**config.mk**
```make
export PLATFORM = sky130hd
export DESIGN_NAME = sensor_sample_validator_unit
export DESIGN_NICKNAME = d
export VERILOG_FILES = /design/src/rtl/core/ssv_pkg.sv /design/src/rtl/core/sensor_sample_validator_unit.sv /design/src/rtl/core/ssv_cfg_regs.sv /design/src/rtl/core/ssv_core.sv
export SDC_FILE = /design/constraint.sdc
export NUM_CORES = 1
export LEC_CHECK = 0
export ABC_AREA = 1
export BUFFER_PORTS_ARGS = -buffer_cell sky130_fd_sc_hd__buf_4
export CAP_MARGIN = 20
export CORE_MARGIN = 2
export CORE_UTILIZATION = 61
export CTS_CLUSTER_SIZE = 14
export DETAILED_ROUTE_END_ITERATION = 8
export GPL_TIMING_DRIVEN = 0
export HOLD_SLACK_MARGIN = 0.03
export PLACE_DENSITY = 0.8
export SLEW_MARGIN = 20
export SYNTH_ARGS = -nofsm -noshare
export SYNTH_HDL_FRONTEND = slang
export SYNTH_HIERARCHICAL = 1
export SYNTH_SLANG_ARGS = --single-unit
```
**constraint.sdc**
```tcl
create_clock -name aclk -period 10.8 [get_ports aclk]
set_input_delay 2.16 -clock aclk [delete_from_list [all_inputs] [get_ports aclk]]
set_output_delay 2.16 -clock aclk [all_outputs]
set_load 0.05 [all_outputs]
```
**src/rtl/core/ssv_pkg.sv**
```systemverilog
// Shared types, constants and helpers for the sensor sample validator.
`timescale 1ns / 1ps
`default_nettype none

package ssv_pkg;

    localparam int SAMPLE_W = 24;
    localparam int RUN_W    = 8;
    localparam int CFG_AW   = 3;

    // Register indexes on the configuration port
    typedef enum logic [CFG_AW-1:0] {
        CFG_MIN_RAW         = 3'd0,
        CFG_MAX_RAW         = 3'd1,
        CFG_MAX_STEP        = 3'd2,
        CFG_MAX_INVALID_RUN = 3'd3,
        CFG_STEP_CHECK_EN   = 3'd4,
        CFG_BUS_ERROR_LIMIT = 3'd5
    } cfg_index_t;

    localparam logic [SAMPLE_W-1:0] MIN_RAW_RST   = '0;
    localparam logic [SAMPLE_W-1:0] MAX_RAW_RST   = '1;
    localparam logic [SAMPLE_W-1:0] MAX_STEP_RST  = 24'd65535;
    localparam logic [RUN_W-1:0]    RUN_LIMIT_RST = 8'd10;

    typedef struct packed {
        logic [SAMPLE_W-1:0] min_raw;
        logic [SAMPLE_W-1:0] max_raw;
        logic [SAMPLE_W-1:0] max_step;
        logic [RUN_W-1:0]    max_invalid_run;
        logic                step_check_enable;
        logic [RUN_W-1:0]    bus_error_limit;
    } cfg_t;

    typedef struct packed {
        logic [SAMPLE_W-1:0] sample_value;
        logic                sample_valid;
        logic                bus_reinit;
        logic                baseline_adopted;
    } result_t;

    // Run counters stick at all-ones
    function automatic logic [RUN_W-1:0] sat_inc(input logic [RUN_W-1:0] v);
        sat_inc = (v == '1) ? v : v + RUN_W'(1);
    endfunction

endpackage

`default_nettype wire

```
**src/rtl/core/sensor_sample_validator_unit.sv**
```systemverilog
// Top level of the sensor sample validator: stream ports, stages and config.
`timescale 1ns / 1ps
`default_nettype none

// Sensor sample validator. Each input transfer carries one 24-bit raw reading
// and a read-ok flag; each produces exactly one output transfer with the
// sample passed on (0 for a failed read), an accept flag, a bus-reinit flag
// and a baseline-adopted flag. The block is two registered stages: an input
// register, then the range/step checks and run-counter update feeding an
// output register. It sustains one transfer per clock while m_tready stays
// high; an item passes the input register and then the output register
// before m_tvalid rises for it. The state (baseline, pending flag,
// invalid and bus-error runs) updates as an item leaves the input stage, so
// back-to-back items see each other's effects in order. Configuration
// registers are written through cfg_we/cfg_index/cfg_wdata and take effect on
// the next cycle; write them only while no transfer is in flight. Unmapped
// indexes are ignored. A run limit of 0 acts as 1.
module sensor_sample_validator_unit
    import ssv_pkg::*;
(
    input  wire logic                aclk,
    input  wire logic                aresetn,

    input  wire logic                s_tvalid,
    output logic                     s_tready,
    input  wire logic [23:0]         s_tdata,    // [23:0] raw_sample
    input  wire logic [0:0]          s_tuser,    // [0] read_ok

    output logic                     m_tvalid,
    input  wire logic                m_tready,
    output logic [23:0]              m_tdata,    // [23:0] sample_value
    output logic [2:0]               m_tuser,    // [0] sample_valid, [1] bus_reinit,
                                                 // [2] baseline_adopted

    input  wire logic                cfg_we,
    input  wire logic [CFG_AW-1:0]   cfg_index,
    input  wire logic [SAMPLE_W-1:0] cfg_wdata
);

    cfg_t    cfg;
    result_t res;

    logic                in_vld_reg,  in_vld_next;
    logic [SAMPLE_W-1:0] in_sample_reg;
    logic                in_ok_reg;
    logic                out_vld_reg, out_vld_next;
    result_t             out_res_reg;
    logic                advance;

    // output stage can take a new result when empty or being drained
    assign advance  = !out_vld_reg || m_tready;
    assign s_tready = !in_vld_reg || advance;

    always_comb begin
        in_vld_next  = s_tready ? s_tvalid : in_vld_reg;
        out_vld_next = advance ? in_vld_reg : out_vld_reg;
    end

    always_ff @(posedge aclk) begin
        if (!aresetn) begin
            in_vld_reg  <= 1'b0;
            out_vld_reg <= 1'b0;
        end else begin
            in_vld_reg  <= in_vld_next;
            out_vld_reg <= out_vld_next;
        end
    end

    // payload stages, no reset needed
    always_ff @(posedge aclk) begin
        if (s_tready && s_tvalid) begin
            in_sample_reg <= s_tdata;
            in_ok_reg     <= s_tuser[0];
        end
        if (advance && in_vld_reg) begin
            out_res_reg <= res;
        end
    end

    ssv_cfg_regs u_cfg (
        .aclk      (aclk),
        .aresetn   (aresetn),
        .cfg_we    (cfg_we),
        .cfg_index (cfg_index),
        .cfg_wdata (cfg_wdata),
        .cfg       (cfg)
    );

    ssv_core u_core (
        .aclk       (aclk),
        .aresetn    (aresetn),
        .cfg        (cfg),
        .upd        (advance && in_vld_reg),
        .raw_sample (in_sample_reg),
        .read_ok    (in_ok_reg),
        .res        (res)
    );

    assign m_tvalid = out_vld_reg;
    assign m_tdata  = out_res_reg.sample_value;
    assign m_tuser  = {out_res_reg.baseline_adopted, out_res_reg.bus_reinit,
                       out_res_reg.sample_valid};

    a_out_hold: assert property (@(posedge aclk) disable iff (!aresetn)
        (m_tvalid && !m_tready) |=> (m_tvalid && $stable(m_tdata) && $stable(m_tuser)))
        else $error("output transfer changed while stalled");

    a_no_drop: assert property (@(posedge aclk) disable iff (!aresetn)
        (in_vld_reg && !advance) |=> in_vld_reg)
        else $error("input stage item lost while stalled");

    a_move_fills_out: assert property (@(posedge aclk) disable iff (!aresetn)
        (in_vld_reg && advance) |=> out_vld_reg)
        else $error("item left input stage without reaching output");

endmodule

`default_nettype wire

```
**src/rtl/core/ssv_cfg_regs.sv**
```systemverilog
// Configuration register bank of the sensor sample validator.
`timescale 1ns / 1ps
`default_nettype none

module ssv_cfg_regs
    import ssv_pkg::*;
(
    input  wire logic                aclk,
    input  wire logic                aresetn,
    input  wire logic                cfg_we,
    input  wire logic [CFG_AW-1:0]   cfg_index,
    input  wire logic [SAMPLE_W-1:0] cfg_wdata,
    output cfg_t                     cfg
);

    cfg_t cfg_reg;
    cfg_t cfg_next;

    always_comb begin
        cfg_next = cfg_reg;
        if (cfg_we) begin
            unique case (cfg_index)
                CFG_MIN_RAW:         cfg_next.min_raw           = cfg_wdata;
                CFG_MAX_RAW:         cfg_next.max_raw           = cfg_wdata;
                CFG_MAX_STEP:        cfg_next.max_step          = cfg_wdata;
                CFG_MAX_INVALID_RUN: cfg_next.max_invalid_run   = cfg_wdata[RUN_W-1:0];
                CFG_STEP_CHECK_EN:   cfg_next.step_check_enable = cfg_wdata[0];
                CFG_BUS_ERROR_LIMIT: cfg_next.bus_error_limit   = cfg_wdata[RUN_W-1:0];
                default: ;  // unmapped index, ignored
            endcase
        end
    end

    always_ff @(posedge aclk) begin
        if (!aresetn) begin
            cfg_reg.min_raw           <= MIN_RAW_RST;
            cfg_reg.max_raw           <= MAX_RAW_RST;
            cfg_reg.max_step          <= MAX_STEP_RST;
            cfg_reg.max_invalid_run   <= RUN_LIMIT_RST;
            cfg_reg.step_check_enable <= 1'b1;
            cfg_reg.bus_error_limit   <= RUN_LIMIT_RST;
        end else begin
            cfg_reg <= cfg_next;
        end
    end

    assign cfg = cfg_reg;

endmodule

`default_nettype wire

```
**src/rtl/core/ssv_core.sv**
```systemverilog
// Validation logic and run/baseline state of the sensor sample validator.
`timescale 1ns / 1ps
`default_nettype none

module ssv_core
    import ssv_pkg::*;
(
    input  wire logic                aclk,
    input  wire logic                aresetn,
    input  wire cfg_t                cfg,
    input  wire logic                upd,        // item in the input stage moves on
    input  wire logic [SAMPLE_W-1:0] raw_sample,
    input  wire logic                read_ok,
    output result_t                  res
);

    logic [SAMPLE_W-1:0] baseline_reg,  baseline_next;
    logic                pending_reg,   pending_next;
    logic [RUN_W-1:0]    inv_run_reg,   inv_run_next;
    logic [RUN_W-1:0]    ber_run_reg,   ber_run_next;

    logic [SAMPLE_W-1:0] sample;
    logic [RUN_W-1:0]    ber_inc;
    logic [RUN_W-1:0]    inv_after_bus;
    logic [RUN_W-1:0]    inv_inc;
    logic                pend_after_bus;
    logic                reinit;
    logic                out_of_range;
    logic [SAMPLE_W-1:0] diff;
    logic                step_bad;
    logic                inv_limit;

    always_comb begin
        // bus error tracking first
        sample         = read_ok ? raw_sample : '0;
        ber_inc        = sat_inc(ber_run_reg);
        reinit         = !read_ok && (ber_inc >= cfg.bus_error_limit);
        ber_run_next   = (read_ok || reinit) ? '0 : ber_inc;
        pend_after_bus = pending_reg | reinit;
        inv_after_bus  = reinit ? '0 : inv_run_reg;

        out_of_range = (sample <= cfg.min_raw) || (sample >= cfg.max_raw);
        diff         = (sample > baseline_reg) ? sample - baseline_reg
                                               : baseline_reg - sample;
        step_bad     = cfg.step_check_enable && !pend_after_bus && (diff > cfg.max_step);
        inv_inc      = sat_inc(inv_after_bus);
        inv_limit    = inv_inc >= cfg.max_invalid_run;

        baseline_next        = baseline_reg;
        pending_next         = pend_after_bus;
        inv_run_next         = inv_after_bus;
        res.sample_value     = sample;
        res.sample_valid     = 1'b0;
        res.bus_reinit       = reinit;
        res.baseline_adopted = 1'b0;

        priority if (out_of_range) begin
            inv_run_next = inv_limit ? '0 : inv_inc;
            if (inv_limit) begin
                pending_next = 1'b1;
            end
        end else if (step_bad) begin
            inv_run_next = inv_limit ? '0 : inv_inc;
            if (inv_limit) begin
                // persistent step becomes the new baseline
                baseline_next        = sample;
                pending_next         = 1'b0;
                res.sample_valid     = 1'b1;
                res.baseline_adopted = 1'b1;
            end
        end else begin
            inv_run_next     = '0;
            baseline_next    = sample;
            pending_next     = 1'b0;
            res.sample_valid = 1'b1;
        end
    end

    always_ff @(posedge aclk) begin
        if (!aresetn) begin
            baseline_reg <= '0;
            pending_reg  <= 1'b1;
            inv_run_reg  <= '0;
            ber_run_reg  <= '0;
        end else if (upd) begin
            baseline_reg <= baseline_next;
            pending_reg  <= pending_next;
            inv_run_reg  <= inv_run_next;
            ber_run_reg  <= ber_run_next;
        end
    end

    a_valid_clears_pending: assert property (@(posedge aclk) disable iff (!aresetn)
        (upd && res.sample_valid) |=> !pending_reg)
        else $error("accepted sample left baseline pending");

    a_reinit_rejects: assert property (@(posedge aclk) disable iff (!aresetn)
        res.bus_reinit |-> (!res.sample_valid && res.sample_value == '0))
        else $error("bus reinit with accepted or nonzero sample");

    a_adopt_is_valid: assert property (@(posedge aclk) disable iff (!aresetn)
        res.baseline_adopted |-> res.sample_valid)
        else $error("baseline adopted without accepting sample");

    a_good_read_clears_ber: assert property (@(posedge aclk) disable iff (!aresetn)
        (upd && read_ok) |=> (ber_run_reg == '0))
        else $error("bus error run not cleared by good read");

endmodule

`default_nettype wire
```
# Yosys cells after proc, flatten, opt, wreduce, memory -nomap -nowiden
# Cells that the tools add are included.
# word_totals
reg_bits	184
in_bits	57
out_inout_bits	29
# classes
order_cmp	6
addsub	4
bitwise_logic	3
n_reduce_logical	22
n_eq_ne	8
muxes	17
# ops
cell	count
$mux 24	4
$mux 8	7
$gt 24x24->1	2
$sub 24x24->24	2
$ge 24x24->1	1
$le 24x24->1	1
$add 8x1->8 const B	2
$eq 8x8->1 const B	2
$ge 8x8->1	2
$reduce_and 2->1	6
$eq 3x2->1 const B	2
$eq 3x3->1 const B	2
$mux 1	6
$logic_and 1x1->1	5
$logic_not 1->1	4
$logic_or 1x1->1	4
$eq 3x1->1 const B	1
$logic_not 3->1	1
$reduce_and 3->1	1
$ne 2x2->1 const B	1
$not 1->1	2
$reduce_or 2->1	1
$or 1x1->1	1

# Longest topological paths before layout
# logic_depth
depth_word	11
mapped_depth	37
mapped_depth_nobuf	36

# By module
# Netlist, hierarchy kept.
# by_module_without_submodules
module	cells_per_inst	area_each_um2	n_inst
ssv_core	1214	7393.3	1
ssv_cfg_regs	474	3443.3	1
sensor_sample_validator_unit	65	1656.6	1

# Worst setup path before layout
# No wires, ideal clock.
# synth_path
kind	input -> register
from	in m_tready
to	reg u_core.ber_run_reg[1]
arrival_time_ns	4.620
path_stages	7
setup_time_ns	0.071
setup_slack_ns	6.109
n_path_buf	1
path_cell_list	inv_1 -> a21oi_1 -> buf_2 -> inv_1 -> nor3_1 -> nand2_1 -> a21oi_1
# synth_via
elab_chain_cells	2
# synth_rtl
element	line_no	text
start: declaration	sensor_sample_validator_unit.sv:30	input wire logic m_tready,
$logic_or 1x1->1	sensor_sample_validator_unit.sv:51	assign advance = !out_vld_reg || m_tready;
$logic_and 1x1->1	sensor_sample_validator_unit.sv:93	.upd (advance && in_vld_reg),
end signal: assignment	ssv_core.sv:89	ber_run_reg <= ber_run_next;
end: declaration	ssv_core.sv:20	logic [RUN_W-1:0] ber_run_reg, ber_run_next;
# Every way passes these cells.
# A chain may end at the register's enable or synchronous reset.

# Worst setup path in the final report
# layout_path
from	reg in_ok_reg
to	reg u_core.baseline_reg[5]
# layout_via
elab_chain_cells	8
word_cells_on_any_way	25
classes_between	add/sub (3); order compare (5); eq/ne (2); mux (6); bitwise (2); reduce/logical (7)
# layout_rtl
element	line_no	text
start: declaration	sensor_sample_validator_unit.sv:45	logic in_ok_reg;
start signal: assignment	sensor_sample_validator_unit.sv:73	in_ok_reg <= s_tuser[0];
parallel branches: the longest is 8 deep, another holds $sub 24x24->24	n/a	
end signal: assignment	ssv_core.sv:86	baseline_reg <= baseline_next;
end: declaration	ssv_core.sv:17	logic [SAMPLE_W-1:0] baseline_reg, baseline_next;
# Parallel ways; which one is timed is not known. The select of a mux whose other input is x is not followed.

==> tab_implementation.tex <==
\begin{tabular}{lr}
\hline
Metric & Value \\
\hline
\multicolumn{2}{l}{\textbf{STA}} \\
\quad Final critical-path share of the clock period & 0.586 \\
\quad Worst relative slew slack & 0.442 \\
\quad Min Tclk post-route & 6.33 ns \\
\quad Final setup TNS & 0 ns \\
\quad Fin. Hold Viols & 0 \\
\quad Final setup viols & 0 \\
\quad Final WS setup & 4.47 ns \\
\quad Worst Clk Skew & 0.0191 ns \\
\quad Slew Viols, Final & 0 \\
\quad Maximum clock rate & 158 MHz \\
\quad Transition time at the pin with the least slew margin & 0.837 ns \\
\quad RSZ-0062 raised after global routing & false \\
\multicolumn{2}{l}{\textbf{Routing}} \\
\quad DR DRC count & 0 \\
\quad Iteration count of the initial detailed-routing pass & 9 \\
\quad Via count & 11,900 \\
\quad Routed wire length & 37.1 mm \\
\quad Total length of routed met2 wires & 17.6 mm \\
\quad Highest routed layer & met4 \\
\quad WL met3 & 2.44 mm \\
\quad First-iteration detailed-routing DRC count & 927 \\
\quad Per-cell routed wire length & 17.3 um \\
\quad Number of routed nets with antenna violations & 0 \\
\quad Vias per Instance & 5.55 \\
\quad Detailed-routing wirelength on met1 & 15.6 mm \\
\multicolumn{2}{l}{\textbf{Clock network}} \\
\quad Deepest level of the CTS H-tree & 4 \\
\quad CTS sink cnt & 184 \\
\quad Post-CTS clock slew at the launch and capture registers of the worst setup and hold paths & 0.08 ns \\
\quad \# resized after CTS & 0 \\
\quad Clock buffers created by TritonCTS & 17 \\
\quad Clock latency of the later-clocked register in the worst-skew pair & 0.44 ns \\
\quad Maximum count of clock buffers along a single path & 2 \\
\quad Clock root buffer & sky130\_fd\_sc\_hd\_\_clkbuf\_16 \\
\quad Number of hold buffers added after CTS & 0 \\
\quad TritonCTS clock tree & yes \\
\quad Number of buffers inserted by post-CTS setup repair & 0 \\
\multicolumn{2}{l}{\textbf{Pwr}} \\
\quad Clock power share & 0.345 \\
\quad Worst vdd rail ir drop & 0.117 mV \\
\quad Relative contribution of sequential cells to total power & 0.390 \\
\quad Internal Dissipation & 1.24 mW \\
\quad Sw frac & 0.355 \\
\quad Areal power density over the cells & 136 nW/um2 \\
\quad Net switching power & 685 uW \\
\quad LEAKAGE & 7.28 nW \\
\quad Combinational share of power & 0.265 \\
\multicolumn{2}{l}{\textbf{Placed design}} \\
\quad Detailed-placement wirelength estimate & 29.3 mm \\
\quad Routability-driven placement congestion ratio & 0.977 \\
\quad Port Buffer Count & 85 \\
\quad Post-placement worst setup slack & 4.68 ns \\
\multicolumn{2}{l}{\textbf{Synthesis}} \\
\quad Synth Area in Compound Gates & 0.102 \\
\quad Part of the Yosys area used for sequential elements & 0.337 \\
\quad Xor and xnor area share after synthesis & 0.0315 \\
\quad Fraction of synthesized area in multiplexers & 0.00240 \\
\quad Post-synthesis share of cell area spent on full adders, half adders and majority gates & 0.140 \\
\quad Post-Synth Simple-Gate Area & 0.276 \\
\quad Top-count cell post-synth & sky130\_fd\_sc\_hd\_\_nand2\_1 \\
\quad Flip-flop cell with the highest count after synthesis & sky130\_fd\_sc\_hd\_\_dfxtp\_1 \\
\quad Post-synth ARST share & 0 \\
\quad Post-synthesis cell type with the largest combined area & sky130\_fd\_sc\_hd\_\_dfxtp\_1 \\
\quad Yosys reg bits & 184 \\
\quad Area contributors post-synth & sky130\_fd\_sc\_hd\_\_dfxtp\_1 (21\%), sky130\_fd\_sc\_hd\_\_ha\_1 (14\%), sky130\_fd\_sc\_hd\_\_nand2\_1 (14\%) \\
\quad Largest family of logic cells by synthesized area & simple AND/OR/NAND/NOR gates \\
\quad Count of flip-flops with a built-in enable after synthesis & 52 \\
\quad Top cells by count, synth & sky130\_fd\_sc\_hd\_\_nand2\_1 (450), sky130\_fd\_sc\_hd\_\_inv\_1 (274), sky130\_fd\_sc\_hd\_\_nor2\_1 (169) \\
\quad Netlist area before placement & 12,500 um2 \\
\quad Count of distinct cell types in the synthesized netlist & 50 \\
\quad Cells after Synth & 1,753 \\
\quad Area share of the leading cell type in the synthesized netlist & 0.212 \\
\quad Synthesized net count & 1,949 \\
\quad Average size of a mapped cell & 7.13 um2 \\
\quad Synth warn & 6 \\
\multicolumn{2}{l}{\textbf{Floorplan}} \\
\quad DIE WIDTH & 147 um \\
\quad Area of the placeable core & 20,200 um2 \\
\quad Initial standard-cell utilization of the core & 0.619 \\
\quad Row Count & 52 \\
\quad Area of the die & 21,600 um2 \\
\quad Height of the die & 147 um \\
\quad Ports placed on the boundary & 86 \\
\multicolumn{2}{l}{\textbf{Worst setup path}} \\
\quad Startpoint of the worst register-to-register path & in\_ok\_reg \\
\quad Worst-path cell with the longest stage delay & sky130\_fd\_sc\_hd\_\_clkbuf\_1 \\
\quad Arrival time worst endpoint & 6.67 ns \\
\quad Count of buffer and inverter cells on the critical path & 7 \\
\quad CP required & 11.15 ns \\
\quad Worst Setup End Kind & flip-flop \\
\quad Cell seen most often among critical-path stages & sky130\_fd\_sc\_hd\_\_nand2\_1 \\
\quad Type of the worst setup path & flip-flop to flip-flop \\
\quad Delay of the slowest cell on the worst path & 0.63 ns \\
\quad Setup crit start & in\_ok\_reg \\
\quad Dominant delay contributor by cell family on the critical path & simple AND/OR/NAND/NOR gates \\
\quad Worst setup SP type & flip-flop \\
\quad Biggest fanout along the worst timing path & 10 \\
\multicolumn{2}{l}{\textbf{Global route}} \\
\quad Antenna violations before repair & 0 \\
\quad Global route total overflow & 0 \\
\quad Total track usage & 0.347 \\
\quad Largest net degree at the start of global routing & 26 \\
\quad Wire length of the first global-routing pass & 58.8 mm \\
\quad Via count of the first global-routing pass & 11,600 \\
\multicolumn{2}{l}{\textbf{Outcome}} \\
\quad Result of the run & complete, no violations \\
\multicolumn{2}{l}{\textbf{Finish}} \\
\quad ANT cells & 0 \\
\quad Final net count & 2,055 \\
\quad Area added between synthesis and finish & 13.3\% \\
\quad Utilization after layout & 0.702 \\
\quad Number of flip-flops under the largest register name & 89 \\
\quad Fraction of final layout cells sized beyond drive strength 1 & 0.110 \\
\multicolumn{2}{l}{\textbf{Worst hold path}} \\
\quad Hold\_sp & u\_cfg/cfg[10] \\
\quad Worst hold path class & flip-flop to flip-flop \\
\multicolumn{2}{l}{\textbf{Run}} \\
\quad Maximum capacitance violations & 0 \\
\hline
\end{tabular}
## worst paths after layout
kind	end	slack, ns	depth (start not counted)
worst max-delay path	u_core/baseline_reg[5]	4.47	26
worst min-delay path	u_cfg/cfg[10]	0.47	2
worst max register to register	u_core/baseline_reg[5]	4.47	26
worst min register to register	u_cfg/cfg[10]	0.47	2
## final cells by class
class	count	area [um2]
Clock buffer	17	425
Multi-Input combinational cell	1230	6910
Clock inverter	15	195
Timing Repair Buffer	87	693
Fill cell	1774	6010
Inverter	286	1080
Buffer	53	313
Sequential cell	184	4200
Tap cell	270	338
## cells in the final DEF, fill, tap and decap left out, types with 39 or more instances in the layout
cell and count:
sky130_fd_sc_hd__edfxtp_1 52, sky130_fd_sc_hd__buf_4 100, sky130_fd_sc_hd__xor2_1 39, sky130_fd_sc_hd__dfxtp_1 132, sky130_fd_sc_hd__o21ai_0 51, sky130_fd_sc_hd__a21oi_1 125, sky130_fd_sc_hd__nor2_1 169, sky130_fd_sc_hd__inv_1 273
sky130_fd_sc_hd__nand3_1 126, sky130_fd_sc_hd__nand2_1 450, sky130_fd_sc_hd__ha_1 137
## power by group through the flow
stage               logic [mW]  registers (mW)  clock network [mW]
CTS                      0.498           0.752               0.671
floorplan                0.322           0.782                   0
finish                   0.510           0.752               0.665
detailed placement       0.493           0.768                   0
global route             0.562           0.755               0.693
global placement         0.480           0.767                   0
## stage by stage
step	hold slack, ns	std cells	instance area (um2)	total power, mW
floorplan	0.429	1753	12500	1.10
global placement	0.443	2108	13500	1.25
detailed placement	0.449	2109	13500	1.26
CTS	0.467	2141	14100	1.92
global route	0.486	2142	14200	2.01
finish	0.467	2142	14200	1.93
## layer usage
| layer | up-vias | track usage |
|---|---|---|
| met5 | - | 0 |
| met4 | 0 | 0.159 |
| met3 | 79 | 0.0516 |
| met2 | 437 | 0.588 |
| met1 | 5559 | 0.439 |
| li1 | 5811 | - |
## worst register-to-register path, cell delays in order (launching register included)
cell,delay [ns]
sky130_fd_sc_hd__edfxtp_1,0.33
sky130_fd_sc_hd__clkbuf_1,0.46
sky130_fd_sc_hd__clkbuf_1,0.63
sky130_fd_sc_hd__nand2_1,0.36
sky130_fd_sc_hd__ha_1,0.34
sky130_fd_sc_hd__inv_1,0.12
sky130_fd_sc_hd__fa_1,0.32
sky130_fd_sc_hd__nand2_1,0.08
sky130_fd_sc_hd__nand2_1,0.15
sky130_fd_sc_hd__a21oi_2,0.13
sky130_fd_sc_hd__nor2_2,0.11
sky130_fd_sc_hd__nor2_2,0.06
sky130_fd_sc_hd__o21ai_2,0.18
sky130_fd_sc_hd__nand2_4,0.15
sky130_fd_sc_hd__buf_6,0.19
sky130_fd_sc_hd__o21ai_1,0.32
sky130_fd_sc_hd__inv_1,0.09
sky130_fd_sc_hd__ha_1,0.28
sky130_fd_sc_hd__nand2_1,0.08
sky130_fd_sc_hd__nor4b_1,0.46
sky130_fd_sc_hd__a21boi_0,0.31
sky130_fd_sc_hd__nand4_2,0.23
sky130_fd_sc_hd__nand3_4,0.17
sky130_fd_sc_hd__inv_2,0.19
sky130_fd_sc_hd__buf_4,0.23
sky130_fd_sc_hd__nand2_1,0.08
sky130_fd_sc_hd__a21oi_1,0.18
## logic make-up after synthesis
family,after synthesis
buf+inv,339
xor+xnor,45
flops,184
compound gates,230
simple gates,813
fa+ha+maj,139
mux,3
(Power assumes the default switching activity.)
